### src/design/mwm_pkg.sv
// shared types and constants for the maze wall map store
package mwm_pkg;

	// request field widths
	localparam int COORD_W = 5;
	localparam int WALL_W  = 4;
	localparam int CELL_W  = 8;

	// operation codes
	localparam logic FUNC_READ   = 1'b0;
	localparam logic FUNC_UPDATE = 1'b1;

	// one stored wall entry: bit0 present, bit1 known
	localparam int ENTRY_W     = 2;
	localparam int PRESENT_BIT = 0;
	localparam int KNOWN_BIT   = 1;

	typedef logic [ENTRY_W-1:0] wall_entry_t;

	// outer boundary reads as present and known
	localparam wall_entry_t ENTRY_BOUNDARY = 2'b11;

	// wall order in seen_walls and in each half of cell_walls
	localparam int SIDE_N = 0;
	localparam int SIDE_E = 1;
	localparam int SIDE_S = 2;
	localparam int SIDE_W = 3;

	// known flags start at this bit of cell_walls
	localparam int KNOWN_OFS = 4;

endpackage

### src/design/maze_wall_map_store.sv
// top level of the maze wall map store: request register, wall stores, result register
//
//  channel   direction  handshake            fields
//  request   in         start && !busy       func, col, row, seen_walls, force_req
//  result    out        done (one cycle)     cell_walls, written
//
// one request can be taken every cycle; busy is held low
// done and the result are registered: the store words are read on the request edge,
//   and lookup and merge fill the result register on the next edge
// reset clears the per-word valid bits at once, so no clearing pass is needed
// the receiver cannot stall: each result is shown for exactly one cycle
// a write and a read of the same word on one edge are resolved by forwarding
module maze_wall_map_store #(
	parameter int GRID_SIZE = 32
) (
	input  logic                            clk,
	input  logic                            arst_n,
	input  logic                            start,
	output logic                            busy,
	input  logic                            func,
	input  logic [mwm_pkg::COORD_W-1:0]     col,
	input  logic [mwm_pkg::COORD_W-1:0]     row,
	input  logic [mwm_pkg::WALL_W-1:0]      seen_walls,
	input  logic                            force_req,
	output logic                            done,
	output logic [mwm_pkg::CELL_W-1:0]      cell_walls,
	output logic                            written
);
	import mwm_pkg::*;

	localparam int IW = $clog2(GRID_SIZE);
	localparam int XW = ((IW > COORD_W) ? IW : COORD_W) + 1;
	localparam logic [XW-1:0] GRID_X = XW'(GRID_SIZE);

	// request side
	logic                   accept;
	logic [XW-1:0]          col_x;
	logic [XW-1:0]          row_x;
	logic                   col_ok;
	logic                   row_ok;

	// stage 1: registered request, store words arrive here
	logic                   vld_s1;
	logic                   func_s1;
	logic [COORD_W-1:0]     col_s1;
	logic [COORD_W-1:0]     row_s1;
	logic [WALL_W-1:0]      seen_s1;
	logic                   force_s1;
	logic [XW-1:0]          col_x_s1;
	logic [XW-1:0]          row_x_s1;

	// north walls are kept one word per column, east walls one word per row,
	// so a cell touches one word of each store
	wall_entry_t [GRID_SIZE-1:0] north_word;
	wall_entry_t [GRID_SIZE-1:0] east_word;
	wall_entry_t [GRID_SIZE-1:0] north_wr_word;
	wall_entry_t [GRID_SIZE-1:0] east_wr_word;
	logic                   north_wr_req;
	logic                   east_wr_req;

	// result logic
	logic [CELL_W-1:0]      walls_c;
	logic                   written_c;

	// result register
	logic                   done_q;
	logic [CELL_W-1:0]      cell_walls_q;
	logic                   written_q;

	assign busy   = 1'b0;
	assign accept = start && !busy;

	assign col_x  = XW'(col);
	assign row_x  = XW'(row);
	assign col_ok = col_x < GRID_X;
	assign row_ok = row_x < GRID_X;

	assign col_x_s1 = XW'(col_s1);
	assign row_x_s1 = XW'(row_s1);

	// request register
	always_ff @(posedge clk or negedge arst_n) begin
		if (!arst_n) begin
			vld_s1 <= 1'b0;
		end else begin
			vld_s1 <= accept;
		end
	end

	always_ff @(posedge clk) begin
		if (accept) begin
			func_s1  <= func;
			col_s1   <= col;
			row_s1   <= row;
			seen_s1  <= seen_walls;
			force_s1 <= force_req;
		end
	end

	// north store, word chosen by column
	mwm_wall_bank #(
		.GRID_SIZE (GRID_SIZE)
	) u_north (
		.clk     (clk),
		.arst_n  (arst_n),
		.rd_en   (accept && col_ok),
		.rd_addr (col_x[IW-1:0]),
		.rd_word (north_word),
		.wr_en   (north_wr_req),
		.wr_addr (col_x_s1[IW-1:0]),
		.wr_data (north_wr_word)
	);

	// east store, word chosen by row
	mwm_wall_bank #(
		.GRID_SIZE (GRID_SIZE)
	) u_east (
		.clk     (clk),
		.arst_n  (arst_n),
		.rd_en   (accept && row_ok),
		.rd_addr (row_x[IW-1:0]),
		.rd_word (east_word),
		.wr_en   (east_wr_req),
		.wr_addr (row_x_s1[IW-1:0]),
		.wr_data (east_wr_word)
	);

	// wall lookup and update merge
	logic north_wr_c;
	logic east_wr_c;

	mwm_cell_logic #(
		.GRID_SIZE (GRID_SIZE)
	) u_cell (
		.func          (func_s1),
		.col           (col_s1),
		.row           (row_s1),
		.seen_walls    (seen_s1),
		.force_req     (force_s1),
		.north_word    (north_word),
		.east_word     (east_word),
		.cell_walls    (walls_c),
		.written       (written_c),
		.north_wr_en   (north_wr_c),
		.north_wr_word (north_wr_word),
		.east_wr_en    (east_wr_c),
		.east_wr_word  (east_wr_word)
	);

	// only a live request may touch the stores
	assign north_wr_req = vld_s1 && north_wr_c;
	assign east_wr_req  = vld_s1 && east_wr_c;

	// result register, one strobe per request
	always_ff @(posedge clk or negedge arst_n) begin
		if (!arst_n) begin
			done_q <= 1'b0;
		end else begin
			done_q <= vld_s1;
		end
	end

	always_ff @(posedge clk) begin
		if (vld_s1) begin
			cell_walls_q <= walls_c;
			written_q    <= written_c;
		end
	end

	assign done       = done_q;
	assign cell_walls = cell_walls_q;
	assign written    = written_q;

	a_done_follows: assert property (@(posedge clk) disable iff (!arst_n)
		accept |=> ##1 done)
		else $error("request produced no result strobe");

	a_read_no_write: assert property (@(posedge clk) disable iff (!arst_n)
		(vld_s1 && (func_s1 == FUNC_READ)) |-> (!north_wr_req && !east_wr_req))
		else $error("read request modified the wall map");

	a_written_update: assert property (@(posedge clk) disable iff (!arst_n)
		(done && written) |-> $past(vld_s1 && (func_s1 == FUNC_UPDATE)))
		else $error("written flag without an update request");

endmodule

### src/design/mwm_wall_bank.sv
// one wall store: line-wide words with per-word valid bits and write-to-read bypass
module mwm_wall_bank #(
	parameter int GRID_SIZE = 32
) (
	input  logic                                            clk,
	input  logic                                            arst_n,
	input  logic                                            rd_en,
	input  logic [$clog2(GRID_SIZE)-1:0]                    rd_addr,
	output mwm_pkg::wall_entry_t [GRID_SIZE-1:0]            rd_word,
	input  logic                                            wr_en,
	input  logic [$clog2(GRID_SIZE)-1:0]                    wr_addr,
	input  mwm_pkg::wall_entry_t [GRID_SIZE-1:0]            wr_data
);
	import mwm_pkg::*;

	typedef wall_entry_t [GRID_SIZE-1:0] line_word_t;

	line_word_t             mem [GRID_SIZE];
	logic [GRID_SIZE-1:0]   valid_q;
	line_word_t             raw_s1;
	line_word_t             byp_data_s1;
	logic                   byp_s1;
	logic                   vld_s1;

	// word storage, no reset
	always_ff @(posedge clk) begin
		if (wr_en) begin
			mem[wr_addr] <= wr_data;
		end
		if (rd_en) begin
			raw_s1 <= mem[rd_addr];
		end
	end

	// a word never written reads as all zero
	always_ff @(posedge clk or negedge arst_n) begin
		if (!arst_n) begin
			valid_q <= '0;
		end else if (wr_en) begin
			valid_q[wr_addr] <= 1'b1;
		end
	end

	// same-edge write to the word being read is forwarded
	always_ff @(posedge clk or negedge arst_n) begin
		if (!arst_n) begin
			byp_s1 <= 1'b0;
			vld_s1 <= 1'b0;
		end else if (rd_en) begin
			byp_s1 <= wr_en && (wr_addr == rd_addr);
			vld_s1 <= valid_q[rd_addr];
		end
	end

	always_ff @(posedge clk) begin
		if (rd_en) begin
			byp_data_s1 <= wr_data;
		end
	end

	assign rd_word = byp_s1 ? byp_data_s1 : (vld_s1 ? raw_s1 : '0);

	a_wr_in_range: assert property (@(posedge clk) disable iff (!arst_n)
		wr_en |-> (int'(wr_addr) < GRID_SIZE))
		else $error("wall bank write beyond the grid");

	a_rd_in_range: assert property (@(posedge clk) disable iff (!arst_n)
		rd_en |-> (int'(rd_addr) < GRID_SIZE))
		else $error("wall bank read beyond the grid");

	a_bypass: assert property (@(posedge clk) disable iff (!arst_n)
		(rd_en && wr_en && (wr_addr == rd_addr)) |=> (rd_word == $past(wr_data)))
		else $error("wall bank bypass lost a same-cycle write");

endmodule

### src/design/mwm_cell_logic.sv
// wall lookup, boundary handling and update merge for one cell
module mwm_cell_logic #(
	parameter int GRID_SIZE = 32
) (
	input  logic                                    func,
	input  logic [mwm_pkg::COORD_W-1:0]             col,
	input  logic [mwm_pkg::COORD_W-1:0]             row,
	input  logic [mwm_pkg::WALL_W-1:0]              seen_walls,
	input  logic                                    force_req,
	input  mwm_pkg::wall_entry_t [GRID_SIZE-1:0]    north_word,
	input  mwm_pkg::wall_entry_t [GRID_SIZE-1:0]    east_word,
	output logic [mwm_pkg::CELL_W-1:0]              cell_walls,
	output logic                                    written,
	output logic                                    north_wr_en,
	output mwm_pkg::wall_entry_t [GRID_SIZE-1:0]    north_wr_word,
	output logic                                    east_wr_en,
	output mwm_pkg::wall_entry_t [GRID_SIZE-1:0]    east_wr_word
);
	import mwm_pkg::*;

	localparam int IW = $clog2(GRID_SIZE);
	localparam int XW = ((IW > COORD_W) ? IW : COORD_W) + 1;
	localparam logic [XW-1:0] GRID_X = XW'(GRID_SIZE);

	logic [XW-1:0]       col_x;
	logic [XW-1:0]       row_x;
	logic [IW-1:0]       ci;
	logic [IW-1:0]       ri;
	logic [IW-1:0]       ci_m1;
	logic [IW-1:0]       ri_m1;
	logic                in_grid;
	logic                n_ok;
	logic                e_ok;
	logic                s_ok;
	logic                w_ok;
	wall_entry_t         n_ent;
	wall_entry_t         e_ent;
	wall_entry_t         s_ent;
	wall_entry_t         w_ent;
	logic [WALL_W-1:0]   known;
	logic                do_wr;

	assign col_x = XW'(col);
	assign row_x = XW'(row);
	assign ci    = col_x[IW-1:0];
	assign ri    = row_x[IW-1:0];
	assign ci_m1 = ci - 1'b1;
	assign ri_m1 = ri - 1'b1;

	// which walls are inner, stored walls
	assign in_grid = (col_x < GRID_X) && (row_x < GRID_X);
	assign n_ok    = in_grid && ((row_x + 1'b1) < GRID_X);
	assign e_ok    = in_grid && ((col_x + 1'b1) < GRID_X);
	assign s_ok    = in_grid && (row != '0);
	assign w_ok    = in_grid && (col != '0);

	assign n_ent = n_ok ? north_word[ri]    : ENTRY_BOUNDARY;
	assign s_ent = s_ok ? north_word[ri_m1] : ENTRY_BOUNDARY;
	assign e_ent = e_ok ? east_word[ci]     : ENTRY_BOUNDARY;
	assign w_ent = w_ok ? east_word[ci_m1]  : ENTRY_BOUNDARY;

	always_comb begin
		cell_walls = '0;
		cell_walls[SIDE_N] = n_ent[PRESENT_BIT];
		cell_walls[SIDE_E] = e_ent[PRESENT_BIT];
		cell_walls[SIDE_S] = s_ent[PRESENT_BIT];
		cell_walls[SIDE_W] = w_ent[PRESENT_BIT];
		cell_walls[KNOWN_OFS + SIDE_N] = n_ent[KNOWN_BIT];
		cell_walls[KNOWN_OFS + SIDE_E] = e_ent[KNOWN_BIT];
		cell_walls[KNOWN_OFS + SIDE_S] = s_ent[KNOWN_BIT];
		cell_walls[KNOWN_OFS + SIDE_W] = w_ent[KNOWN_BIT];
	end

	assign known = cell_walls[KNOWN_OFS +: WALL_W];

	// skip the update once every wall is known, unless forced
	assign do_wr   = (func == FUNC_UPDATE) && (force_req || (known != '1));
	assign written = do_wr;

	always_comb begin
		north_wr_word = north_word;
		if (n_ok) begin
			north_wr_word[ri] = {1'b1, seen_walls[SIDE_N]};
		end
		if (s_ok) begin
			north_wr_word[ri_m1] = {1'b1, seen_walls[SIDE_S]};
		end
	end

	always_comb begin
		east_wr_word = east_word;
		if (e_ok) begin
			east_wr_word[ci] = {1'b1, seen_walls[SIDE_E]};
		end
		if (w_ok) begin
			east_wr_word[ci_m1] = {1'b1, seen_walls[SIDE_W]};
		end
	end

	assign north_wr_en = do_wr && (n_ok || s_ok);
	assign east_wr_en  = do_wr && (e_ok || w_ok);

endmodule

### config.mk
export PLATFORM = sky130hd
export DESIGN_NAME = maze_wall_map_store
export DESIGN_NICKNAME = d
export VERILOG_FILES = /design/src/design/mwm_pkg.sv /design/src/design/maze_wall_map_store.sv /design/src/design/mwm_wall_bank.sv /design/src/design/mwm_cell_logic.sv
export SDC_FILE = /design/constraint.sdc
export NUM_CORES = 2
export LEC_CHECK = 0
export BUFFER_PORTS_ARGS = -buffer_cell sky130_fd_sc_hd__buf_2
export CORE_AREA = 5 5 487 730
export DETAILED_ROUTE_END_ITERATION = 8
export DIE_AREA = 0 0 492 735
export PLACE_DENSITY_LB_ADDON = 0.12
export SLEW_MARGIN = 10
export SYNTH_ARGS = -nofsm -noshare
export SYNTH_HDL_FRONTEND = slang
export SYNTH_SLANG_ARGS = --single-unit
### constraint.sdc
create_clock -name clk -period 22.3 [get_ports clk]
set_clock_uncertainty 0.05 [all_clocks]
set_input_delay 1.115 -clock clk [delete_from_list [all_inputs] [get_ports clk]]
set_output_delay 1.115 -clock clk [all_outputs]
set_load 0.02 [all_outputs]
==> summary.md <==
| Metric | Value |
|---|---|
| # H-tree levels | `5` |
| Vias after detailed routing | `81,400` |
| DR DRC count | `0` |
| Port bufs | `28` |
| WL final | `around 480,000 um` |
| EDFF count, synth | `around 4,400` |
| Die area | `362,000 sq um` |
| Setup Crit Path Kind | `flop to flop` |
| Worst Path Arrival | `~7.3 ns` |
| Hold path endpoint | `seen_s1[3]$_DFFE_PP_` |
| CTS sink cnt | `around 4,400` |
| Final #Nets | `a little under 8,000` |
| Grt met2 use | `a little under half` |
| Yosys cell types | `between 70 and 80` |
| Starting density of the core | `about half` |
| Worst R2R Path Depth | `14` |
| Number of global-route vias before repair | `83,700` |
| Final number of hold-violating endpoints | `0` |
| Top cell type's share of synthesized area | `between 70% and 80%` |
| Syn. warnings | `0` |
| Hold Startpoint | `seen_walls[3]` |
| Met3 usage | `roughly 3.5%` |
| Cell Area, Synth | `~170,000 sq um` |
| Pint | `around 14,000 uW` |
| Clock tree buffer depth | `4` |
| Pins Over Slew Limit | `0` |
| Total track usage | `around a quarter` |
| Gr busiest metal | `met2` |
| CTS clock-pin slew for the worst setup and hold paths | `about 0.070 ns` |
| Worst hold path depth | `1` |
| WL per Instance | `37.9 um` |
| Crit end category | `flop` |
| First-pass GRT wire length | `670,000 um` |
| Sw frac | `around a quarter` |
| Post-synth ARST share | `~1.6%` |
| Comb power frac | `slightly below 9%` |
| Pwr/cell area | `95.1 nW/um^2` |
| Final-layout fill cell count | `between 20,000 and 30,000` |
| Slew margin rel. | `between 10% and 20%` |
| Pin count of the biggest net entering global routing | `146` |
| Synth Register Bits | `approximately 4,400` |
| RR Startpoint | `col_s1[0]$_DFFE_PP_` |
| Leading cell type in the layout, fill and taps excluded | `edfxtp_1` |
| Unrepaired setup endpoints after global routing | `no` |
| Clk root buf | `clkbuf_16` |
| Worst Max-Slew Pin Slew | `~1.3 ns` |
| Top cells by area, synth | `edfxtp_1, mux4_2, dfrtp_1, mux2_2, clkbuf_1` |
| Seq pwr share | `a little over half` |
| Ys flop type | `edfxtp_1` |
| Finished Core Util | `a little under three fifths` |
| Met1 Use GR | `~35%` |
| Sequential cell area fraction in the yosys report | `approximately three quarters` |
| Max-cap violation count | `0` |
| Core area | `348,000 sq um` |
| Congestion Overflow GR | `0` |
| CTS resizes | `0` |
| Initial antenna violation count | `34` |
| Post-DRT Antenna Nets | `0` |
| CP Launch Type | `flop` |
| R2r setup slk | `between 15 and 20 ns` |
| Final min period | `around 6.8 ns` |
| Die Height | `around 740 um` |
| VDD IR-drop max | `between 0.00007 and 0.00008 V` |
| CTS tree | `yes` |
| Final Wtd Congestion | `a little over 0.9` |
| LEAKAGE | `just over 0.06 uW` |
| Run status | `finished, final reports clean` |
| Worst flop-to-flop path endpoint | `u_east.mem[14][43]$_DFFE_PP_` |
| Footprint of the multi-input gates | `around 39,000 sq um` |
| # setup viols final | `0` |
| Max Freq | `between 0.1 and 0.15 GHz` |
| Total CTS buffers | `413` |
| Clk_lat worst skew | `about 0.98 ns` |
| Gate Count Post-Synth | `around 7,500` |
| Net Sw Power | `4340 uW` |
| Via-to-Cell Ratio | `between 6 and 7` |
| CP required | `around 23 ns` |
| Fin Setup TNS | `0 ns` |
| FF+latch area | `between 100,000 and 150,000 sq um` |
| Worst Path Max Fanout | `slightly above 60` |
| Final worst-path cycle share | `a little under a third` |
| Clock network fraction of total power | `around 38%` |
| Die width | `around 490 um` |
| Syn Nets | `approximately 7,500` |
| Worst Hold Class | `primary input to flop` |
| Boundary pin count | `30` |
| Hpwl dp | `roughly 280,000 um` |
| Share of cells above drive strength 1 | `between 30% and 40%` |
| DR iter-0 viols | `8,777` |
| TritonRoute pass-1 iters | `6` |
| Cell taking the most area after synthesis | `edfxtp_1` |
| Row cnt | `~270` |
| Most frequent cells in the layout | `edfxtp_1, mux4_2, clkbuf_16` |
| Area growth syn-to-layout | `11.8%` |
| Mean post-synth cell area | `around 23 sq um` |
-- per-layer routing --
layer / routed length (um) / share of wire, %
met1: 187000 / 39
met3: 26500 / 5.5
met2: 247000 / 52
met5: 76 / 0.016
met4: 18200 / 3.8
-- worst max-delay path by stage --
stage / startpoint / slack, ns / cells past startpoint / endpoint
4_1_cts: col_s1[0]$_DFFE_PP_ / 15.56 / 14 / u_east.mem[14][28]$_DFFE_PP_
5_1_grt: col_s1[0]$_DFFE_PP_ / 15.22 / 13 / u_east.mem[13][1]$_DFFE_PP_
2_1_floorplan: row_s1[0]$_DFFE_PP_ / 13.29 / 16 / u_north.mem[4][0]$_DFFE_PP_
6_report: col_s1[0]$_DFFE_PP_ / 15.53 / 14 / u_east.mem[14][43]$_DFFE_PP_
3_5_place_dp: col_s1[0]$_DFFE_PP_ / 15.62 / 14 / u_east.mem[13][7]$_DFFE_PP_
3_3_place_gp: col_s1[0]$_DFFE_PP_ / 15.44 / 14 / u_east.mem[15][33]$_DFFE_PP_
-- sequential cells by signal, indices dropped and copies added (netlist names), 4 cells and up --
signal / count
u_north.valid_q: 32
cell_walls: 8
u_east.byp_data_s1: 64
row_s1: 5
u_east.valid_q: 32
seen_s1: 4
u_north.byp_data_s1: 64
u_east.raw_s1: 64
col_s1: 5
u_east.mem: 2048
u_north.raw_s1: 64
u_north.mem: 2048
-- cells by family (layout without fill, tap and decap cells) --
family,Yosys count,after routing,synth area share [%]
mux,1503,1503,18.5
simple gates,600,600,1.77
xor+xnor,17,17,0.0902
other cells,1,6,0.00216
fa+ha+maj,8,8,0.0577
compound gates,425,425,1.75
flops,4447,4447,76.8
buf+inv,463,1060,1.05
-- synthesized netlist by cell type, drive strengths merged (4+ instances only) --
cell type  instances
nor2b             14
nand3             76
a221oi            19
mux4            1347
or2                4
nand2            212
xnor2             11
o21ai             77
a32oi              8
ha                 8
mux2             142
nor2             113
and3              43
o211ai            13
a2111o             4
a41o              34
a21boi             9
a31o              32
a31oi              4
nand4              6
o22ai              6
and2              28
a22oi            103
nand2b            14
xor2               6
nand3b            31
nor3b             30
edfxtp          4377
a2111oi            8
a21oi             71
buf              181
a211oi             8
nor3              13
dfrtp             70
inv               14
clkbuf           267
mux2i             14
and4               6
-- worst max-delay path, cell delays in order, from the launching register on --
cell       delay (ns)
edfxtp_1         0.33
buf_4            0.59
inv_1            0.12
buf_4            0.27
ha_1             0.59
buf_4            0.33
mux2i_1          0.13
a2111oi_0        0.56
o2bb2ai_1        0.18
o211ai_1         0.27
nand3_4          0.17
buf_4            0.60
nor3b_4          0.83
buf_4            0.42
buf_4            0.69
-- stage by stage --
| step | setup slack, ns | total power, uW | instances | hold WS, ns | cell area, sq um |
|---|---|---|---|---|---|
| 6_report | 15.53 | 18400 | 12600 | 0.254 | 194000 |
| 3_5_place_dp | 15.62 | 11600 | 11900 | 0.401 | 181000 |
| 4_1_cts | 15.56 | 18600 | 12600 | 0.195 | 194000 |
| 5_1_grt | 15.22 | 19000 | 12600 | 0.202 | 194000 |
| 2_1_floorplan | 13.29 | 10800 | 7464 | 0.373 | 173000 |
| 3_3_place_gp | 15.44 | 11600 | 11900 | 0.391 | 180000 |
-- layout make-up --
class	instances	area share, %
Sequential cell	4447	68.7
Multi-Input combinational cell	2554	20.3
Clock buffer	499	5.53
Tap cell	4556	2.94
Clock inverter	260	1.31
Timing Repair Buffer	286	1.22
Inverter	15	0.0290
Antenna cell	5	0.00645
-- power groups by stage --
stage / registers, uW / logic (uW) / clock network, uW
floorplan: 9940 / 905 / 0
CTS: 9810 / 1660 / 7120
finish: 9810 / 1640 / 6990
detailed placement: 9990 / 1660 / 0
global placement: 9980 / 1610 / 0
global route: 9810 / 1730 / 7470
-- repair_timing --
action / 4_1_cts / 5_1_grt
hold buffers: 1 / 0
setup buffers: 0 / 0
hold endpoints to repair: 11 / 0
Note: power is estimated with default switching activity, not from simulation.
